[config.mk]
export PLATFORM = sky130hd
export DESIGN_NAME = led_blink_twinkle_pattern_core_flat
export DESIGN_NICKNAME = d
export VERILOG_FILES = /design/src/hdl/lbt_pkg.sv /design/src/hdl/lbt_if.sv /design/src/hdl/led_blink_twinkle_pattern_core.sv /design/src/hdl/lbt_csr.sv /design/src/hdl/lbt_engine.sv /design/src/hdl/lbt_rsp_buf.sv /design/src/flat_wrapper.sv
export SDC_FILE = /design/constraint.sdc
export NUM_CORES = 1
export LEC_CHECK = 0
export BUFFER_PORTS_ARGS = -buffer_cell sky130_fd_sc_hd__buf_2
export CAP_MARGIN = 20
export CORE_MARGIN = 2
export CORE_UTILIZATION = 59
export CTS_BUF_LIST = sky130_fd_sc_hd__clkbuf_8
export CTS_CLUSTER_DIAMETER = 40
export DETAILED_ROUTE_END_ITERATION = 16
export PLACE_DENSITY = 0.8
export SYNTH_ARGS = -nofsm -noshare
export SYNTH_HDL_FRONTEND = slang
export SYNTH_SLANG_ARGS = --single-unit
export TNS_END_PERCENT = 1
[constraint.sdc]
create_clock -name clock -period 4.3 [get_ports clock]
set_input_delay 0.43 -clock clock [delete_from_list [all_inputs] [get_ports clock]]
set_output_delay 0.43 -clock clock [all_outputs]
set_load 0.05 [all_outputs]
[src/hdl/lbt_pkg.sv]
// ----------------------------------------------------------------------------
// lbt_pkg
// Shared types, constants and the LFSR step function of the LED blink/twinkle core.
// ----------------------------------------------------------------------------
package lbt_pkg;

   localparam int NUM_LEDS_DEFAULT = 20;
   localparam int PATTERN_W        = 20;
   localparam int COUNT_W          = 16;
   localparam int LFSR_W           = 16;
   localparam int CSR_INDEX_W      = 2;
   localparam int CSR_DATA_W       = 16;

   localparam logic [COUNT_W-1:0] COUNT_MAX = {COUNT_W{1'b1}};
   localparam logic [LFSR_W-1:0]  LFSR_SEED = 16'h1234;

   typedef enum logic [1:0] {
      MODE_OFF     = 2'd0,
      MODE_ON      = 2'd1,
      MODE_BLINK   = 2'd2,
      MODE_TWINKLE = 2'd3
   } mode_type;

   typedef enum logic [CSR_INDEX_W-1:0] {
      CSR_EFFECT_MODE      = 2'd0,
      CSR_BLINK_INTERVAL   = 2'd1,
      CSR_TWINKLE_INTERVAL = 2'd2,
      CSR_RANDOM_THRESHOLD = 2'd3
   } csr_index_type;

   localparam logic [COUNT_W-1:0] BLINK_INTERVAL_RESET   = 16'd50;
   localparam logic [COUNT_W-1:0] TWINKLE_INTERVAL_RESET = 16'd10;
   localparam logic [LFSR_W-1:0]  THRESHOLD_RESET        = 16'd32768;

   typedef struct packed {
      mode_type             effect_mode;
      logic [COUNT_W-1:0]   blink_interval;
      logic [COUNT_W-1:0]   twinkle_interval;
      logic [LFSR_W-1:0]    random_threshold;
   } cfg_type;

   typedef struct packed {
      logic [PATTERN_W-1:0] led_pattern;
      logic [COUNT_W-1:0]   frame_position;
   } rsp_data_type;

   // Fibonacci step: taps 0, 2, 3, 5 fed back into the top bit
   function automatic logic [LFSR_W-1:0] lfsr_step(input logic [LFSR_W-1:0] v);
      logic fb;
      fb = v[0] ^ v[2] ^ v[3] ^ v[5];
      return {fb, v[LFSR_W-1:1]};
   endfunction

endpackage

[src/hdl/lbt_if.sv]
// ----------------------------------------------------------------------------
// lbt_if
// Valid/ready channel interfaces for frame events and pattern results.
// ----------------------------------------------------------------------------
interface lbt_req_if;
   logic valid;
   logic ready;
   logic frame_tick;

   modport source (output valid, output frame_tick, input ready);
   modport sink   (input valid, input frame_tick, output ready);
endinterface

interface lbt_rsp_if;
   logic                            valid;
   logic                            ready;
   logic [lbt_pkg::PATTERN_W-1:0]   led_pattern;
   logic [lbt_pkg::COUNT_W-1:0]     frame_position;

   modport source (output valid, output led_pattern, output frame_position, input ready);
   modport sink   (input valid, input led_pattern, input frame_position, output ready);
endinterface

[src/hdl/led_blink_twinkle_pattern_core.sv]
// ----------------------------------------------------------------------------
// led_blink_twinkle_pattern_core
// LED pattern generator with off, on, blink and LFSR twinkle effects.
// ----------------------------------------------------------------------------
// Usage:
//   req_if carries one frame event per item (frame_tick = 1 advances the
//   frame counter, 0 only re-evaluates). Each item yields exactly one result
//   item on rsp_if: the LED pattern and the frame counter after the update.
//   csr_we/csr_index/csr_wdata write the mode, intervals and threshold;
//   write them only while no item is in flight.
//   Each result is registered before it appears on rsp_if.
//   Throughput: one item per cycle while req_if.ready is high; all mode
//   logic, including the NUM_LEDS (twenty by default) chained LFSR steps, is
//   combinational between the state registers and the result register.
//   Reset clears the counter and pattern, reseeds the LFSR to 0x1234 and
//   loads the register defaults; no result is pending afterward.
//   When the receiver stalls, the pending result holds and one more item is
//   taken into a skid register; req_if.ready then drops until the receiver
//   takes a result.
// ----------------------------------------------------------------------------
module led_blink_twinkle_pattern_core #(
   parameter int NUM_LEDS = lbt_pkg::NUM_LEDS_DEFAULT
) (
   input  logic                               clock,
   input  logic                               reset,
   lbt_req_if.sink                            req_if,
   lbt_rsp_if.source                          rsp_if,
   input  logic                               csr_we,
   input  logic [lbt_pkg::CSR_INDEX_W-1:0]    csr_index,
   input  logic [lbt_pkg::CSR_DATA_W-1:0]     csr_wdata
);

   lbt_pkg::cfg_type      cfg;
   lbt_pkg::rsp_data_type result;
   logic                  can_push;
   logic                  item_take;

   assign req_if.ready = can_push;
   assign item_take    = req_if.valid && can_push;

   lbt_csr u_csr (
      .clock     (clock),
      .reset     (reset),
      .csr_we    (csr_we),
      .csr_index (csr_index),
      .csr_wdata (csr_wdata),
      .cfg       (cfg)
   );

   lbt_engine #(
      .NUM_LEDS (NUM_LEDS)
   ) u_engine (
      .clock      (clock),
      .reset      (reset),
      .cfg        (cfg),
      .item_take  (item_take),
      .frame_tick (req_if.frame_tick),
      .result     (result)
   );

   lbt_rsp_buf u_rsp_buf (
      .clock     (clock),
      .reset     (reset),
      .push      (item_take),
      .push_data (result),
      .can_push  (can_push),
      .rsp_if    (rsp_if)
   );

endmodule

[src/hdl/lbt_csr.sv]
// ----------------------------------------------------------------------------
// lbt_csr
// Configuration registers: effect mode, intervals and twinkle threshold.
// ----------------------------------------------------------------------------
module lbt_csr (
   input  logic                               clock,
   input  logic                               reset,
   input  logic                               csr_we,
   input  logic [lbt_pkg::CSR_INDEX_W-1:0]    csr_index,
   input  logic [lbt_pkg::CSR_DATA_W-1:0]     csr_wdata,
   output lbt_pkg::cfg_type                   cfg
);

   lbt_pkg::cfg_type cfg_ff;
   lbt_pkg::cfg_type cfg_in;

   always_comb begin
      cfg_in = cfg_ff;
      if (csr_we) begin
         case (lbt_pkg::csr_index_type'(csr_index))
            lbt_pkg::CSR_EFFECT_MODE:
               cfg_in.effect_mode = lbt_pkg::mode_type'(csr_wdata[1:0]);
            lbt_pkg::CSR_BLINK_INTERVAL:
               cfg_in.blink_interval = csr_wdata[lbt_pkg::COUNT_W-1:0];
            lbt_pkg::CSR_TWINKLE_INTERVAL:
               cfg_in.twinkle_interval = csr_wdata[lbt_pkg::COUNT_W-1:0];
            lbt_pkg::CSR_RANDOM_THRESHOLD:
               cfg_in.random_threshold = csr_wdata[lbt_pkg::LFSR_W-1:0];
            default: ;
         endcase
      end
   end

   always_ff @(posedge clock) begin
      if (reset) begin
         cfg_ff.effect_mode      <= lbt_pkg::MODE_OFF;
         cfg_ff.blink_interval   <= lbt_pkg::BLINK_INTERVAL_RESET;
         cfg_ff.twinkle_interval <= lbt_pkg::TWINKLE_INTERVAL_RESET;
         cfg_ff.random_threshold <= lbt_pkg::THRESHOLD_RESET;
      end else begin
         cfg_ff <= cfg_in;
      end
   end

   assign cfg = cfg_ff;

endmodule

[src/hdl/lbt_engine.sv]
// ----------------------------------------------------------------------------
// lbt_engine
// Frame counter, LED state and LFSR; applies the effect mode per item.
// ----------------------------------------------------------------------------
module lbt_engine #(
   parameter int NUM_LEDS = lbt_pkg::NUM_LEDS_DEFAULT
) (
   input  logic                   clock,
   input  logic                   reset,
   input  lbt_pkg::cfg_type       cfg,
   input  logic                   item_take,
   input  logic                   frame_tick,
   output lbt_pkg::rsp_data_type  result
);

   localparam int EXT_W = (NUM_LEDS > lbt_pkg::PATTERN_W) ? NUM_LEDS : lbt_pkg::PATTERN_W;
   localparam logic [NUM_LEDS-1:0] LED_MASK = {NUM_LEDS{1'b1}};

   logic [lbt_pkg::COUNT_W-1:0] count_ff, count_in, count_adv;
   logic [NUM_LEDS-1:0]         led_ff, led_in, twinkle_toggle;
   logic [lbt_pkg::LFSR_W-1:0]  lfsr_ff, lfsr_in;
   logic [lbt_pkg::LFSR_W-1:0]  lfsr_chain [0:NUM_LEDS];
   logic [EXT_W-1:0]            led_ext;

   // one LFSR step per LED, LED 0 first; plain XOR wiring
   assign lfsr_chain[0] = lfsr_ff;
   for (genvar i = 0; i < NUM_LEDS; i++) begin : g_led
      assign lfsr_chain[i+1]   = lbt_pkg::lfsr_step(lfsr_chain[i]);
      assign twinkle_toggle[i] = lfsr_chain[i+1] > cfg.random_threshold;
   end

   always_comb begin
      count_adv = count_ff;
      if (frame_tick && count_ff != lbt_pkg::COUNT_MAX)
         count_adv = count_ff + 1'b1;

      count_in = count_adv;
      led_in   = led_ff;
      lfsr_in  = lfsr_ff;
      case (cfg.effect_mode)
         lbt_pkg::MODE_OFF: begin
            led_in   = '0;
            count_in = '0;
         end
         lbt_pkg::MODE_ON: begin
            led_in   = LED_MASK;
            count_in = '0;
         end
         lbt_pkg::MODE_BLINK: begin
            // full period check is 17 bits wide so twice the interval never wraps
            if ({1'b0, count_adv} >= {cfg.blink_interval, 1'b0})
               count_in = '0;
            else if (count_adv >= cfg.blink_interval)
               led_in = LED_MASK;
            else
               led_in = '0;
         end
         lbt_pkg::MODE_TWINKLE: begin
            if (count_adv >= cfg.twinkle_interval) begin
               count_in = '0;
               led_in   = led_ff ^ twinkle_toggle;
               lfsr_in  = lfsr_chain[NUM_LEDS];
            end
         end
         default: ;
      endcase
   end

   always_ff @(posedge clock) begin
      if (reset) begin
         count_ff <= '0;
         led_ff   <= '0;
         lfsr_ff  <= lbt_pkg::LFSR_SEED;
      end else if (item_take) begin
         count_ff <= count_in;
         led_ff   <= led_in;
         lfsr_ff  <= lfsr_in;
      end
   end

   assign led_ext               = EXT_W'(led_in);
   assign result.led_pattern    = led_ext[lbt_pkg::PATTERN_W-1:0];
   assign result.frame_position = count_in;

endmodule

[src/hdl/lbt_rsp_buf.sv]
// ----------------------------------------------------------------------------
// lbt_rsp_buf
// Result register with a skid stage, so the input side stays open while
// one result waits.
// ----------------------------------------------------------------------------
module lbt_rsp_buf (
   input  logic                   clock,
   input  logic                   reset,
   input  logic                   push,
   input  lbt_pkg::rsp_data_type  push_data,
   output logic                   can_push,
   lbt_rsp_if.source              rsp_if
);

   logic                  out_valid_ff, out_valid_in;
   logic                  skid_valid_ff, skid_valid_in;
   lbt_pkg::rsp_data_type out_data_ff, out_data_in;
   lbt_pkg::rsp_data_type skid_data_ff, skid_data_in;
   logic                  pop;

   assign pop      = out_valid_ff && rsp_if.ready;
   assign can_push = !skid_valid_ff;

   always_comb begin
      out_valid_in  = out_valid_ff;
      skid_valid_in = skid_valid_ff;
      out_data_in   = out_data_ff;
      skid_data_in  = skid_data_ff;
      if (skid_valid_ff) begin
         if (pop) begin
            out_data_in   = skid_data_ff;
            skid_valid_in = 1'b0;
         end
      end else if (push) begin
         if (!out_valid_ff || pop) begin
            out_data_in  = push_data;
            out_valid_in = 1'b1;
         end else begin
            // output still held by the receiver: park the item
            skid_data_in  = push_data;
            skid_valid_in = 1'b1;
         end
      end else if (pop) begin
         out_valid_in = 1'b0;
      end
   end

   always_ff @(posedge clock) begin
      if (reset) begin
         out_valid_ff  <= 1'b0;
         skid_valid_ff <= 1'b0;
      end else begin
         out_valid_ff  <= out_valid_in;
         skid_valid_ff <= skid_valid_in;
      end
      out_data_ff  <= out_data_in;
      skid_data_ff <= skid_data_in;
   end

   assign rsp_if.valid          = out_valid_ff;
   assign rsp_if.led_pattern    = out_data_ff.led_pattern;
   assign rsp_if.frame_position = out_data_ff.frame_position;

endmodule

[src/flat_wrapper.sv]
// flat-port wrapper written by rule: the top's interface ports become plain ports
module led_blink_twinkle_pattern_core_flat 
#(
   parameter int NUM_LEDS = lbt_pkg::NUM_LEDS_DEFAULT
)
  (clock, reset, csr_we, csr_index, csr_wdata, req_if_valid, req_if_frame_tick, req_if_ready, rsp_if_valid, rsp_if_led_pattern, rsp_if_frame_position, rsp_if_ready);
  lbt_req_if req_if_i ();
  lbt_rsp_if rsp_if_i ();
  input  logic clock;
  input  logic reset;
  input  logic csr_we;
  input  logic [lbt_pkg::CSR_INDEX_W-1:0] csr_index;
  input  logic [lbt_pkg::CSR_DATA_W-1:0] csr_wdata;
  input wire logic [$bits(req_if_i.valid)-1:0] req_if_valid;
  input wire logic [$bits(req_if_i.frame_tick)-1:0] req_if_frame_tick;
  output wire logic [$bits(req_if_i.ready)-1:0] req_if_ready;
  output wire logic [$bits(rsp_if_i.valid)-1:0] rsp_if_valid;
  output wire logic [$bits(rsp_if_i.led_pattern)-1:0] rsp_if_led_pattern;
  output wire logic [$bits(rsp_if_i.frame_position)-1:0] rsp_if_frame_position;
  input wire logic [$bits(rsp_if_i.ready)-1:0] rsp_if_ready;
  assign req_if_i.valid = req_if_valid;
  assign req_if_i.frame_tick = req_if_frame_tick;
  assign req_if_ready = req_if_i.ready;
  assign rsp_if_valid = rsp_if_i.valid;
  assign rsp_if_led_pattern = rsp_if_i.led_pattern;
  assign rsp_if_frame_position = rsp_if_i.frame_position;
  assign rsp_if_i.ready = rsp_if_ready;
  led_blink_twinkle_pattern_core #(.NUM_LEDS(NUM_LEDS)) u_core (.clock(clock), .reset(reset), .req_if(req_if_i), .rsp_if(rsp_if_i), .csr_we(csr_we), .csr_index(csr_index), .csr_wdata(csr_wdata));
endmodule
Word level (Yosys, flattened, before mapping):

Cells that the tools add are included.

* register bits after elaboration: 176
* bits in latches: 0
* RAM bits: 0
* ROM bits: 0
* input bits: 24
* output and inout port bits: 38
* memories: 0

* add/subtract/negate cells: 1
* $mul: 0
* div/mod/pow operators: 0
* order comparisons: 23
* equality and inequality tests: 9
* shifts and indexed selects: 0
* mux-type cells: 19
* bitwise logic cells: 63
* reductions and logical operators: 20

Operators by type and width (number)
* $gt A16 B16 Y1: 20
* $mux W36: 4
* $pmux W20 S4: 1
* $mux W20: 3
* $xor A1 B1 Y1: 60
* $mux W16: 3
* $pmux W16 S3: 1
* $ge A16 B16 Y1: 2
* $xor A20 B20 Y20: 1
* $ge A16 B17 Y1: 1
* $add A16 B1 Y16 const B: 1
* $ne A16 B16 Y1 const B: 1
* $reduce_and A3 Y1: 4
* $eq A2 B2 Y1 const B: 4
* $reduce_and A2 Y1: 4
* $mux W1: 7
* $reduce_bool A2 Y1: 3
* $eq A2 B1 Y1 const B: 2
* $logic_not A2 Y1: 2
* $logic_and A1 B1 Y1: 3
* $logic_not A1 Y1: 2
* $ne A2 B1 Y1 const B: 1
* $ne A2 B2 Y1 const B: 1
* $not A1 Y1: 2
* 2 further kinds: 2

Longest topological paths before layout:

Gate-level depths: netlist of run 1.

* depth after elaboration: 13
* mapped depth: 17
* depth with buffers taken out: 15

Cells and area by module:

Synthesis of run 1 repeated with hierarchy kept, for this count alone.

* cells, all modules: 1765
* area total of the unflattened synthesis: 16398.2 µm²

Modules (own cells, without submodules)
* lbt_engine: times used 1, cells an instance 1450, area an instance 11653.7 µm²
* lbt_rsp_buf: times used 1, cells an instance 125, area an instance 2706.3 µm²
* lbt_csr: times used 1, cells an instance 189, area an instance 2031.9 µm²
* led_blink_twinkle_pattern_core: times used 1, cells an instance 1, area an instance 6.3 µm²

Worst setup path before layout of run 1:

OpenSTA, ideal clock, no wires.

* kind: flip-flop to flip-flop
* start: reg u_core.u_engine.count_ff[0] (netlist bit)
* end: reg u_core.u_rsp_buf.out_data_ff, in the netlist u_core.u_rsp_buf.rsp_if.led_pattern[19] (data pin)
* library setup time: 260 ps
* data arrival time: 4135 ps
* data required time: 4040 ps
* path slack: -96 ps
* cell stages (with the launch flop): 17
* period minus slack after synthesis: 4396 ps
* cells stage by stage: dfxtp_1 ha_1 nand3_1 or4_4 and2_2 clkbuf_1 nand3_1 xnor2_1 ha_1 nand4_1 or4bb_4 nor4b_4 a211o_4 a2111oi_4 or2_4 a211o_2 mux2_4

RTL lines
* from (decl): line lbt_engine.sv:19 `logic [lbt_pkg::COUNT_W-1:0] count_ff, count_in, count_adv;`
* from (signal assigned): line lbt_engine.sv:75 `count_ff <= count_in;`
* to (signal assigned): line lbt_rsp_buf.sv:56 `out_data_ff <= out_data_in;`
* to (decl): line lbt_rsp_buf.sv:17 `lbt_pkg::rsp_data_type out_data_ff, out_data_in;`

==> summary.txt, run 1 <==
status - finished clean
syn_area_per_cell - 8.938 sq um
setup_tns - 0 ps
sw frac - 32.86%
clock skew - 16.75 ps
CP max stage cell - or4bb_4
CTS tree - done
Layout Nets - 2,361
clock power share - 30.8%
global placement routability congestion - 1.013
Multi-input gate area - 11,520 sq um
diode count - 0
PortBufs - 61
Flop pwr share - 50.3%
Max-cap violations - 0
first drt pass iteration count - 5
PD cells - 201.9 nW/um^2
synthesized area - 16,280 sq um
die area - 28,950 sq um
Yosys reg bits - 176
via/cell ratio - 6.572
detailed router's first-iteration violation count - 1,436
Hold Fails Final Rpt - 0
CP peak stage delay - 580 ps
Area Overhead vs Synth - 12.17%
CORE AREA - 27,030 sq um
gr usage total - 34.21%
root cell of the clock tree - clkbuf_8
predominant post-synthesis flop cell - dfxtp_1
final core occ - 67.59%
Post-DRT Antenna Nets - 0
Post-route DRC - 0
total power - 3687 uW
Pleak - 0.007920 uW
Final Cycle Share - 98.86%
synth warn - 0
total vias in the final route - 15,274
worst vdd ir - 189.4 uV
Die Width - 170.1 um
CP cell instances - ha_2, nand3_2, or4_4, buf_6, nand4_1, nor3_1, xor2_1, ha_1, nand4b_4, or4bb_4, nor4b_4, a211o_4, a2111oi_4, or2_4, a211o_2, mux2_4
largest net degree at the start of global routing - 105
clk sinks - 176
Post-Syn Instances - 1,822
most frequent cells in the layout - 366 x ha_1, 261 x nand2_1, 160 x a21oi_1
fin area - 18,270 sq um
crit-path max FO - 4
Worst setup SP type - flop
sequential fraction of the synthesis area - 26.06%
hold_buf cts - 0
layout cell share with drive strength beyond 1 - 14.88%
die height - 170.1 um
Clk pin slew, worst setup/hold paths - 110 ps
vias in the first global route - 15,285
Psw - 1212 uW
internal power - 2475 uW
routed wire length - 49.01 mm
commonest non-fill, non-tap cell in the layout - ha_1
Hold Slack - 134.1 ps
WP data required - 4540 ps
first-pass GRT wire length - 77.94 mm
Initial Util - 60.25%
Rows - 60
# setup viols final - 0
WL/cell - 21.09 um
dpl hpwl - 36.19 mm
Post-synth EDFFs - 72
final worst path period need - 4251 ps
max_slew headroom - 24.58%
post-synthesis async set-or-reset flop share - 0%
GRT overflow - 0
clk buf depth - 2
H-tree depth - 4
combinational share of power - 19.0%
RSZ-0062 raised after global routing - true
Hold Crit Class - input port to flop
placed cell area - 17,730 sq um
initial antenna violation count - 0
Yosys cell types - 74
Pins Over Slew Limit - 0
CTS buffer count - 17
arrival time worst endpoint - 4490 ps
Fmax - 0.2352 GHz
critical path type - flop to flop
Crit. End Element - flop
io pins - 62
worst skew pair latency - 490 ps
Fillers - 2,104
Sequential Area - 4252 sq um
Slew @ Worst Pin - 1130 ps
net count after synthesis - 2,213
[worst max-delay path, delay by kind of cell, from the launching register on]
kind / cells / cell delay, ps
adder cells (fa/ha/maj): 2 / 540
AO/OA/AOI/OAI: 3 / 550
XOR/XNOR: 1 / 150
AND/OR/NAND/NOR: 8 / 1980
multiplexers: 1 / 270
buffers and inverters: 1 / 160
flip-flops: 1 / 340
[final cells by class]
class | instances | share of cell area (%)
inverters | 101 | 2.075
repair buffers | 184 | 7.117
multi-input cells | 1490 | 63.09
flip-flops and latches | 176 | 23.28
clock buffers | 17 | 1.281
well taps | 341 | 2.336
clock inverters | 15 | 0.8288
[metal layers]
metal	part of all wire, %	GRT usage (%)	wire, um	up-vias
li1	-	-	-	7124
met1	41	43.09	20290	7249
met2	45	55.46	22030	732
met3	8.6	6.907	4229	169
met4	5.0	17.80	2455	0
met5	0	0	0	-
[cells in the mapped netlist, types with 19 or more instances]
cell type | n | area (sq um)
nor2_1 | 75 | 281.5
a21o_1 | 45 | 337.8
nand4_1 | 73 | 456.7
nand2_1 | 261 | 979.7
o21a_1 | 47 | 352.8
clkbuf_1 | 43 | 161.4
nor2b_1 | 25 | 156.4
o211ai_1 | 19 | 142.6
dfxtp_1 | 104 | 2082
a21oi_1 | 161 | 805.8
inv_1 | 101 | 379.1
nand3_1 | 24 | 120.1
xnor2_1 | 44 | 385.4
a211oi_1 | 41 | 307.8
ha_1 | 367 | 4592
mux2_2 | 21 | 236.5
edfxtp_1 | 72 | 2162
o21ai_0 | 47 | 235.2
[timing repair]
item,CTS,global route
endpoints found under the setup margin,39,45
gates resized for setup,9,14
buffers inserted,3,1
cloned,0,0
pin swaps,7,5
[power by group through the flow]
stage          clock, uW  combinational (uW)  sequential (uW)
6_report            1130                 700             1850
5_1_grt             1200                 762             1860
4_1_cts             1150                 684             1850
3_5_place_dp           0                 678             1890
3_3_place_gp           0                 654             1890
2_1_floorplan          0                 370             1990
[stage by stage]
step	cells	setup WS [ps]
finish	2324	48.91
global route	2324	-90.59
CTS	2321	11.04
detailed placement	2286	-164.9
global placement	2286	28.17
floorplan	1822	-16.98
[path summary, 6_finish.rpt]
check | from | to | slack (ps) | cells past startpoint
worst max-delay path | u_core.u_engine.count_ff[0] | u_core.u_rsp_buf.rsp_if.led_pattern[18] | 50 | 16
worst min-delay path | rsp_if_ready | u_core.u_rsp_buf.skid_valid_ff | 130 | 2
worst min register to register | u_core.u_csr.cfg[5] | u_core.u_csr.cfg[5] | 460 | 2
worst max register to register | u_core.u_engine.count_ff[0] | u_core.u_rsp_buf.rsp_if.led_pattern[18] | 50 | 16
[cells by family (layout without fill, tap and decap cells)]
kind of cell / Yosys count / count (layout) / synth area share (%)
buffers and inverters: 156 / 317 / 3.657
muxes: 32 / 32 / 2.251
adders and majority gates: 367 / 367 / 28.20
xor gates and xnor gates: 62 / 62 / 3.335
DFF: 176 / 176 / 26.06
and+or+nand+nor: 567 / 567 / 17.35
AOI/OAI and AO/OA: 462 / 462 / 19.15
[flip-flops by register name, summed over array words and instances, names as in the netlist]
signal and flops:
u_core.u_rsp_buf.skid_valid_ff 1, u_core.u_csr.cfg 50, u_core.u_rsp_buf.rsp_if.led_pattern 20, u_core.u_rsp_buf.rsp_if.valid 1, u_core.u_engine.led_ff 20, u_core.u_engine.count_ff 16
u_core.u_rsp_buf.rsp_if.frame_position 16, u_core.u_rsp_buf.skid_data_ff 36, u_core.u_engine.lfsr_ff 16
Note: power is estimated with default switching activity, not from simulation.
==> inputs of run 2 (changes only) <==
--- a/config.mk
+++ b/config.mk
@@ -12,7 +12,7 @@
 export CTS_BUF_LIST = sky130_fd_sc_hd__clkbuf_8
 export CTS_CLUSTER_DIAMETER = 40
 export DETAILED_ROUTE_END_ITERATION = 16
-export PLACE_DENSITY = 0.8
+export PLACE_DENSITY = 0.89
 export SYNTH_ARGS = -nofsm -noshare
 export SYNTH_HDL_FRONTEND = slang
 export SYNTH_SLANG_ARGS = --single-unit
==> run 2 against run 1 <==
  * Count of clock-buffer cells in the layout is 1 higher
  * Sequential share of layout area is 0.21 points lower
  * Non-clock buffer count is 6 higher
  * The flow now finishes with violations (setup timing)
  * Clock skew is 4.3 ps higher
  * Power is 1.5% higher
  * Largest cell class unchanged
  * Critical endpoint is now u_core.u_rsp_buf.rsp_if.led_pattern[19]
  * Flip-flop and latch count stayed put
  * Worst hold slack worse by 1.5 ps
  * Utilization is 0.52 points higher
==> summary.txt, run 2 (synthesized netlist as in run 1, its figures left out) <==
status - finished with violations
violated checks - setup timing
total vias in the final route - 16,159
Non-Filler Instances - 2,330
Worst setup SP type - flop
first-pass GRT wire length - 82.40 mm
GRT overflow - 0
Rows - 60
commonest non-fill, non-tap cell in the layout - ha_1
WL/cell - 22.82 um
CTS tree - done
root cell of the clock tree - clkbuf_8
Crit. End Element - flop
vias in the first global route - 16,328
clk buf depth - 2
critical path's top delay family - compound AO/OA/AOI/OAI gates
die height - 170.1 um
CP max stage cell - xor2_2
Area Overhead vs Synth - 13.04%
CTS buffer count - 17
global placement routability congestion - 0.9538
Die Width - 170.1 um
WP data required - 4540 ps
crit-path max FO - 8
io pins - 62
largest net degree at the start of global routing - 105
layout cell share with drive strength beyond 1 - 15.64%
Post-DRT Antenna Nets - 0
Post-route DRC - 0
initial antenna violation count - 0
CP peak stage delay - 560 ps
via/cell ratio - 6.935
PD cells - 203.4 nW/um^2
Layout Nets - 2,367
Final Cycle Share - 106.0%
Fmax - 0.2194 GHz
Fillers - 1,921
PortBufs - 61
critical path type - flop to flop
# setup viols final - 3
setup_tns - -324.2 ps
diode count - 0
RSZ-0062 raised after global routing - true
max reg flops - 50
clock skew - 21.02 ps
gr usage total - 36.23%
H-tree depth - 4
Slew @ Worst Pin - 1185 ps
die area - 28,950 sq um
Hold Slack - 132.6 ps
CP cell instances - xnor2_1, xor2_1, xnor2_1, xor2_2, ha_1, a211oi_1, o21ai_0, o211ai_1, a221o_1, mux2i_1, a211o_4, mux2_4
final worst path period need - 4559 ps
first drt pass iteration count - 6
final worst slack - -258.6 ps
Initial Util - 60.25%
detailed router's first-iteration violation count - 2,089
max_slew headroom - 21.03%
Pins Over Slew Limit - 0
worst vdd ir - 149.4 uV
dpl hpwl - 36.69 mm
Hold Crit Class - input port to flop
Pleak - 0.007978 uW
Max-cap violations - 0
final core occ - 68.11%
routed wire length - 53.18 mm
Hold Fails Final Rpt - 0
hold_buf cts - 0
clk sinks - 176
Critical Path Most Common Cell - xnor2_1
DP Cell Count - 2,289
Clk pin slew, worst setup/hold paths - 100 ps
most frequent cells in the layout - 366 x ha_1, 261 x nand2_1, 158 x a21oi_1
Buf/Inv on CP - 0
worst skew pair latency - 500 ps
arrival time worst endpoint - 4800 ps
CORE AREA - 27,030 sq um
[run 2: final cells by class]
type | count | area (sq um) | share of cell area, %
Timing Repair Buffer | 190 | 1345 | 7.307
Inverter | 101 | 379.1 | 2.060
Multi-Input combinational cell | 1490 | 11630 | 63.16
Clock buffer | 18 | 247.7 | 1.346
Clock inverter | 14 | 136.4 | 0.7409
Sequential cell | 176 | 4247 | 23.07
Tap cell | 341 | 426.7 | 2.318
[run 2: where the power goes]
group | total [uW] | internal, uW | switching, uW
registers | 1860 | 1810 | 47.0
logic | 725 | 240 | 485
clock network | 1160 | 449 | 711
total | 3740 | 2500 | 1240
[run 2: metal layers]
layer	vias up	part of all wire (%)	routed length [um]	global-route usage (%)
met5	-	0	0	0
li1	7137	-	-	-
met4	0	7.2	3805	22.59
met1	7543	36	19210	43.09
met2	1128	45	24110	58.80
met3	351	11	6047	8.977
[run 2: repair_timing]
action                                  in CTS  in global routing
pin swaps                                   18                  7
resized for setup                           18                 18
endpoints found under the setup margin       7                 74
setup buffers                                7                  0
[run 2: through the flow]
stage	cell area (sq um)	total power [uW]	setup slack (ps)
global placement	17760	2536	81.59
floorplan	16290	2357	-16.98
CTS	18280	3705	-3.590
detailed placement	17760	2576	-37.03
finish	18410	3744	-258.6
global route	18410	3865	-167.6
[run 2: worst paths after layout]
| check | cells past startpoint | endpoint | from | slack (ps) |
|---|---|---|---|---|
| setup reg to reg | 12 | u_core.u_rsp_buf.rsp_if.led_pattern[19] | u_core.u_engine.lfsr_ff[0] | -260 |
| setup / recovery | 12 | u_core.u_rsp_buf.rsp_if.led_pattern[19] | u_core.u_engine.lfsr_ff[0] | -260 |
| hold reg to reg | 2 | u_core.u_csr.cfg[45] | u_core.u_csr.cfg[45] | 460 |
| hold / removal | 2 | u_core.u_rsp_buf.skid_valid_ff | rsp_if_ready | 130 |
[run 2: worst reg2reg max path: stages, from the launching register on]
cell and delay (ps):
dfxtp_1 360, xnor2_1 330, xor2_1 160, xnor2_1 470, xor2_2 560, ha_1 400, a211oi_1 360, o21ai_0 220
o211ai_1 380, a221o_1 330, mux2i_1 140, a211o_4 340, mux2_4 260
==> inputs of run 3 (changes only) <==
--- a/config.mk
+++ b/config.mk
@@ -8,11 +8,12 @@
 export BUFFER_PORTS_ARGS = -buffer_cell sky130_fd_sc_hd__buf_2
 export CAP_MARGIN = 20
 export CORE_MARGIN = 2
-export CORE_UTILIZATION = 59
+export CORE_UTILIZATION = 60
 export CTS_BUF_LIST = sky130_fd_sc_hd__clkbuf_8
 export CTS_CLUSTER_DIAMETER = 40
 export DETAILED_ROUTE_END_ITERATION = 16
-export PLACE_DENSITY = 0.89
+export MAX_ROUTING_LAYER = met4
+export PLACE_DENSITY = 0.87
 export SYNTH_ARGS = -nofsm -noshare
 export SYNTH_HDL_FRONTEND = slang
 export SYNTH_SLANG_ARGS = --single-unit
==> constraint.sdc (replaced) <==
create_clock -name clock -period 4.4 [get_ports clock]
set_input_delay 0.44 -clock clock [delete_from_list [all_inputs] [get_ports clock]]
set_output_delay 0.44 -clock clock [all_outputs]
set_load 0.05 [all_outputs]
==> run 3 against run 2 <==
  * The run still ends with setup timing left
  * Routed wire length is 4.8% lower
  * Cell count is 0.43% lower
  * Sequential power is 3% lower
  * Die area down 1.6%
  * Global-route usage shrank 0.97 points
  * Via count is 3.2% lower
  * Clock power is 5% higher
  * Largest cell class unchanged
  * Critical endpoint is now u_core.u_rsp_buf.rsp_if.led_pattern[18]
  * Critical path type unchanged
==> summary.txt, run 3 (synthesized netlist as in run 1, its figures left out) <==
status - finished with violations
violated checks - setup timing
Psw - 1194 uW
met2 wire length - 22.93 mm
worst skew pair latency - 500 ps
most frequent cells in the layout - 366 x ha_1, 260 x nand2_1, 160 x a21oi_1
total power - 3731 uW
Pleak - 0.007977 uW
Post-route DRC - 0
Worst setup SP type - flop
max reg flops - 50
RSZ-0062 raised after global routing - true
Post-DRT Antenna Nets - 0
clk sinks - 176
GRT overflow - 0
WL/cell - 21.82 um
Hold Crit Class - input port to flop
final worst slack - -142.6 ps
gr usage total - 35.26%
DP Cell Count - 2,272
# setup viols final - 37
Metal-1 WL - 20.16 mm
Slew @ Worst Pin - 1173 ps
first-pass GRT wire length - 77.81 mm
sw frac - 31.99%
worst vdd ir - 195.0 uV
io pins - 62
Flop pwr share - 48.6%
PD cells - 201.9 nW/um^2
combinational share of power - 18.8%
Pins Over Slew Limit - 0
arrival time worst endpoint - 4800 ps
die height - 168.7 um
routed wire length - 50.62 mm
Rows - 60
layout cell share with drive strength beyond 1 - 15.26%
Fillers - 1,912
Max-cap violations - 0
Layout Nets - 2,357
total vias in the final route - 15,637
Highest Signal Layer - met4
internal power - 2538 uW
Post-Place Setup Slack - -41.48 ps
critical path type - flop to flop
CTS tree - done
clock skew - 13.70 ps
commonest non-fill, non-tap cell in the layout - ha_1
dpl hpwl - 35.17 mm
global placement routability congestion - 0.9839
clk buf depth - 2
Final Cycle Share - 103.2%
die area - 28,470 sq um
vias in the first global route - 15,391
PortBufs - 61
final worst path period need - 4543 ps
diode count - 0
clock power share - 32.6%
Crit. End Element - flop
first drt pass iteration count - 6
CORE AREA - 26,800 sq um
Clk pin slew, worst setup/hold paths - 100 ps
root cell of the clock tree - clkbuf_8
WP data required - 4650 ps
H-tree depth - 4
Hold Fails Final Rpt - 0
Hold Slack - 138.8 ps
met3 routed WL - 4.667 mm
Area Overhead vs Synth - 13.47%
Die Width - 168.7 um
crit-path max FO - 5
max_slew headroom - 21.71%
largest net degree at the start of global routing - 105
Initial Util - 60.76%
detailed router's first-iteration violation count - 1,588
via/cell ratio - 6.740
CTS buffer count - 17
initial antenna violation count - 0
Non-Filler Instances - 2,320
Fmax - 0.2201 GHz
==> run 3: cell types whose count changed in the layout (fill, tap and decap cells not counted), sizes merged <==
cell,previous run,this run
bufinv,0,2
clkbuf,18,19
inv,113,109
clkinv,2,4
buf,190,178
clkinvlp,0,1
==> run 3: path summary, 6_finish.rpt <==
path	from	end	slack, ps	cells past startpoint
worst min register to register	u_core.u_csr.cfg[38]	u_core.u_csr.cfg[38]	460	2
worst min-delay path	rsp_if_ready	u_core.u_rsp_buf.skid_valid_ff	140	2
worst max register to register	u_core.u_engine.count_ff[1]	u_core.u_rsp_buf.rsp_if.led_pattern[18]	-140	16
worst max-delay path	u_core.u_engine.count_ff[1]	u_core.u_rsp_buf.rsp_if.led_pattern[18]	-140	16
==> run 3: area by class of cell <==
| class | count | area, sq um | area share, % |
|---|---|---|---|
| Clock buffer | 17 | 234.0 | 1.266 |
| Tap cell | 341 | 426.7 | 2.309 |
| Timing Repair Buffer | 180 | 1305 | 7.063 |
| Inverter | 101 | 379.1 | 2.052 |
| Multi-Input combinational cell | 1490 | 11700 | 63.29 |
| Clock inverter | 15 | 191.4 | 1.036 |
| Sequential cell | 176 | 4247 | 22.98 |
==> run 3: through the flow <==
| stage | TNS [ps] | util, % | area [sq um] |
|---|---|---|---|
| after floorplan | 0 | - | 16280 |
| after global placement | 0 | 65.77 | 17630 |
| after detailed placement | -177.1 | 65.77 | 17630 |
| after CTS | 0 | 67.41 | 18070 |
| after global routing | -9217 | 68.94 | 18480 |
| final | -2583 | 68.94 | 18480 |
==> run 3: timing repair <==
action                     CTS  global route
cloned                       0             2
hold buffers                 0             0
setup endpoints to repair   12            43
resized for setup            2            45
setup buffers                0            12
pin swaps                    0            27
==> run 3: per-layer routing <==
metal  up-vias  global-route usage (%)
met5         -                       -
met4         0                   18.85
met3       271                   6.196
met2       894                   55.63
met1      7358                   43.20
li1       7114                       -
==> run 3: power by group through the flow <==
stage                     registers, uW  clock network (uW)  logic, uW
after CTS                          1810                1220        667
after global placement             1850                   0        632
after detailed placement           1850                   0        662
after floorplan                    1940                   0        361
final                              1810                1220        700
after global routing               1820                1270        754
==> run 3: worst max-delay path, cell delays in order, from the launching register on <==
cell       delay [ps]
dfxtp_2           370
ha_4              160
nand3_4            70
or4_4             590
buf_6             150
and2_4            190
nand3_4           110
xnor2_2            90
ha_1              320
nand4_1           160
or4bb_4           610
nor4b_4           420
a211o_4           190
a2111oi_4          60
or2_4             290
a211o_4           280
mux2_4            260
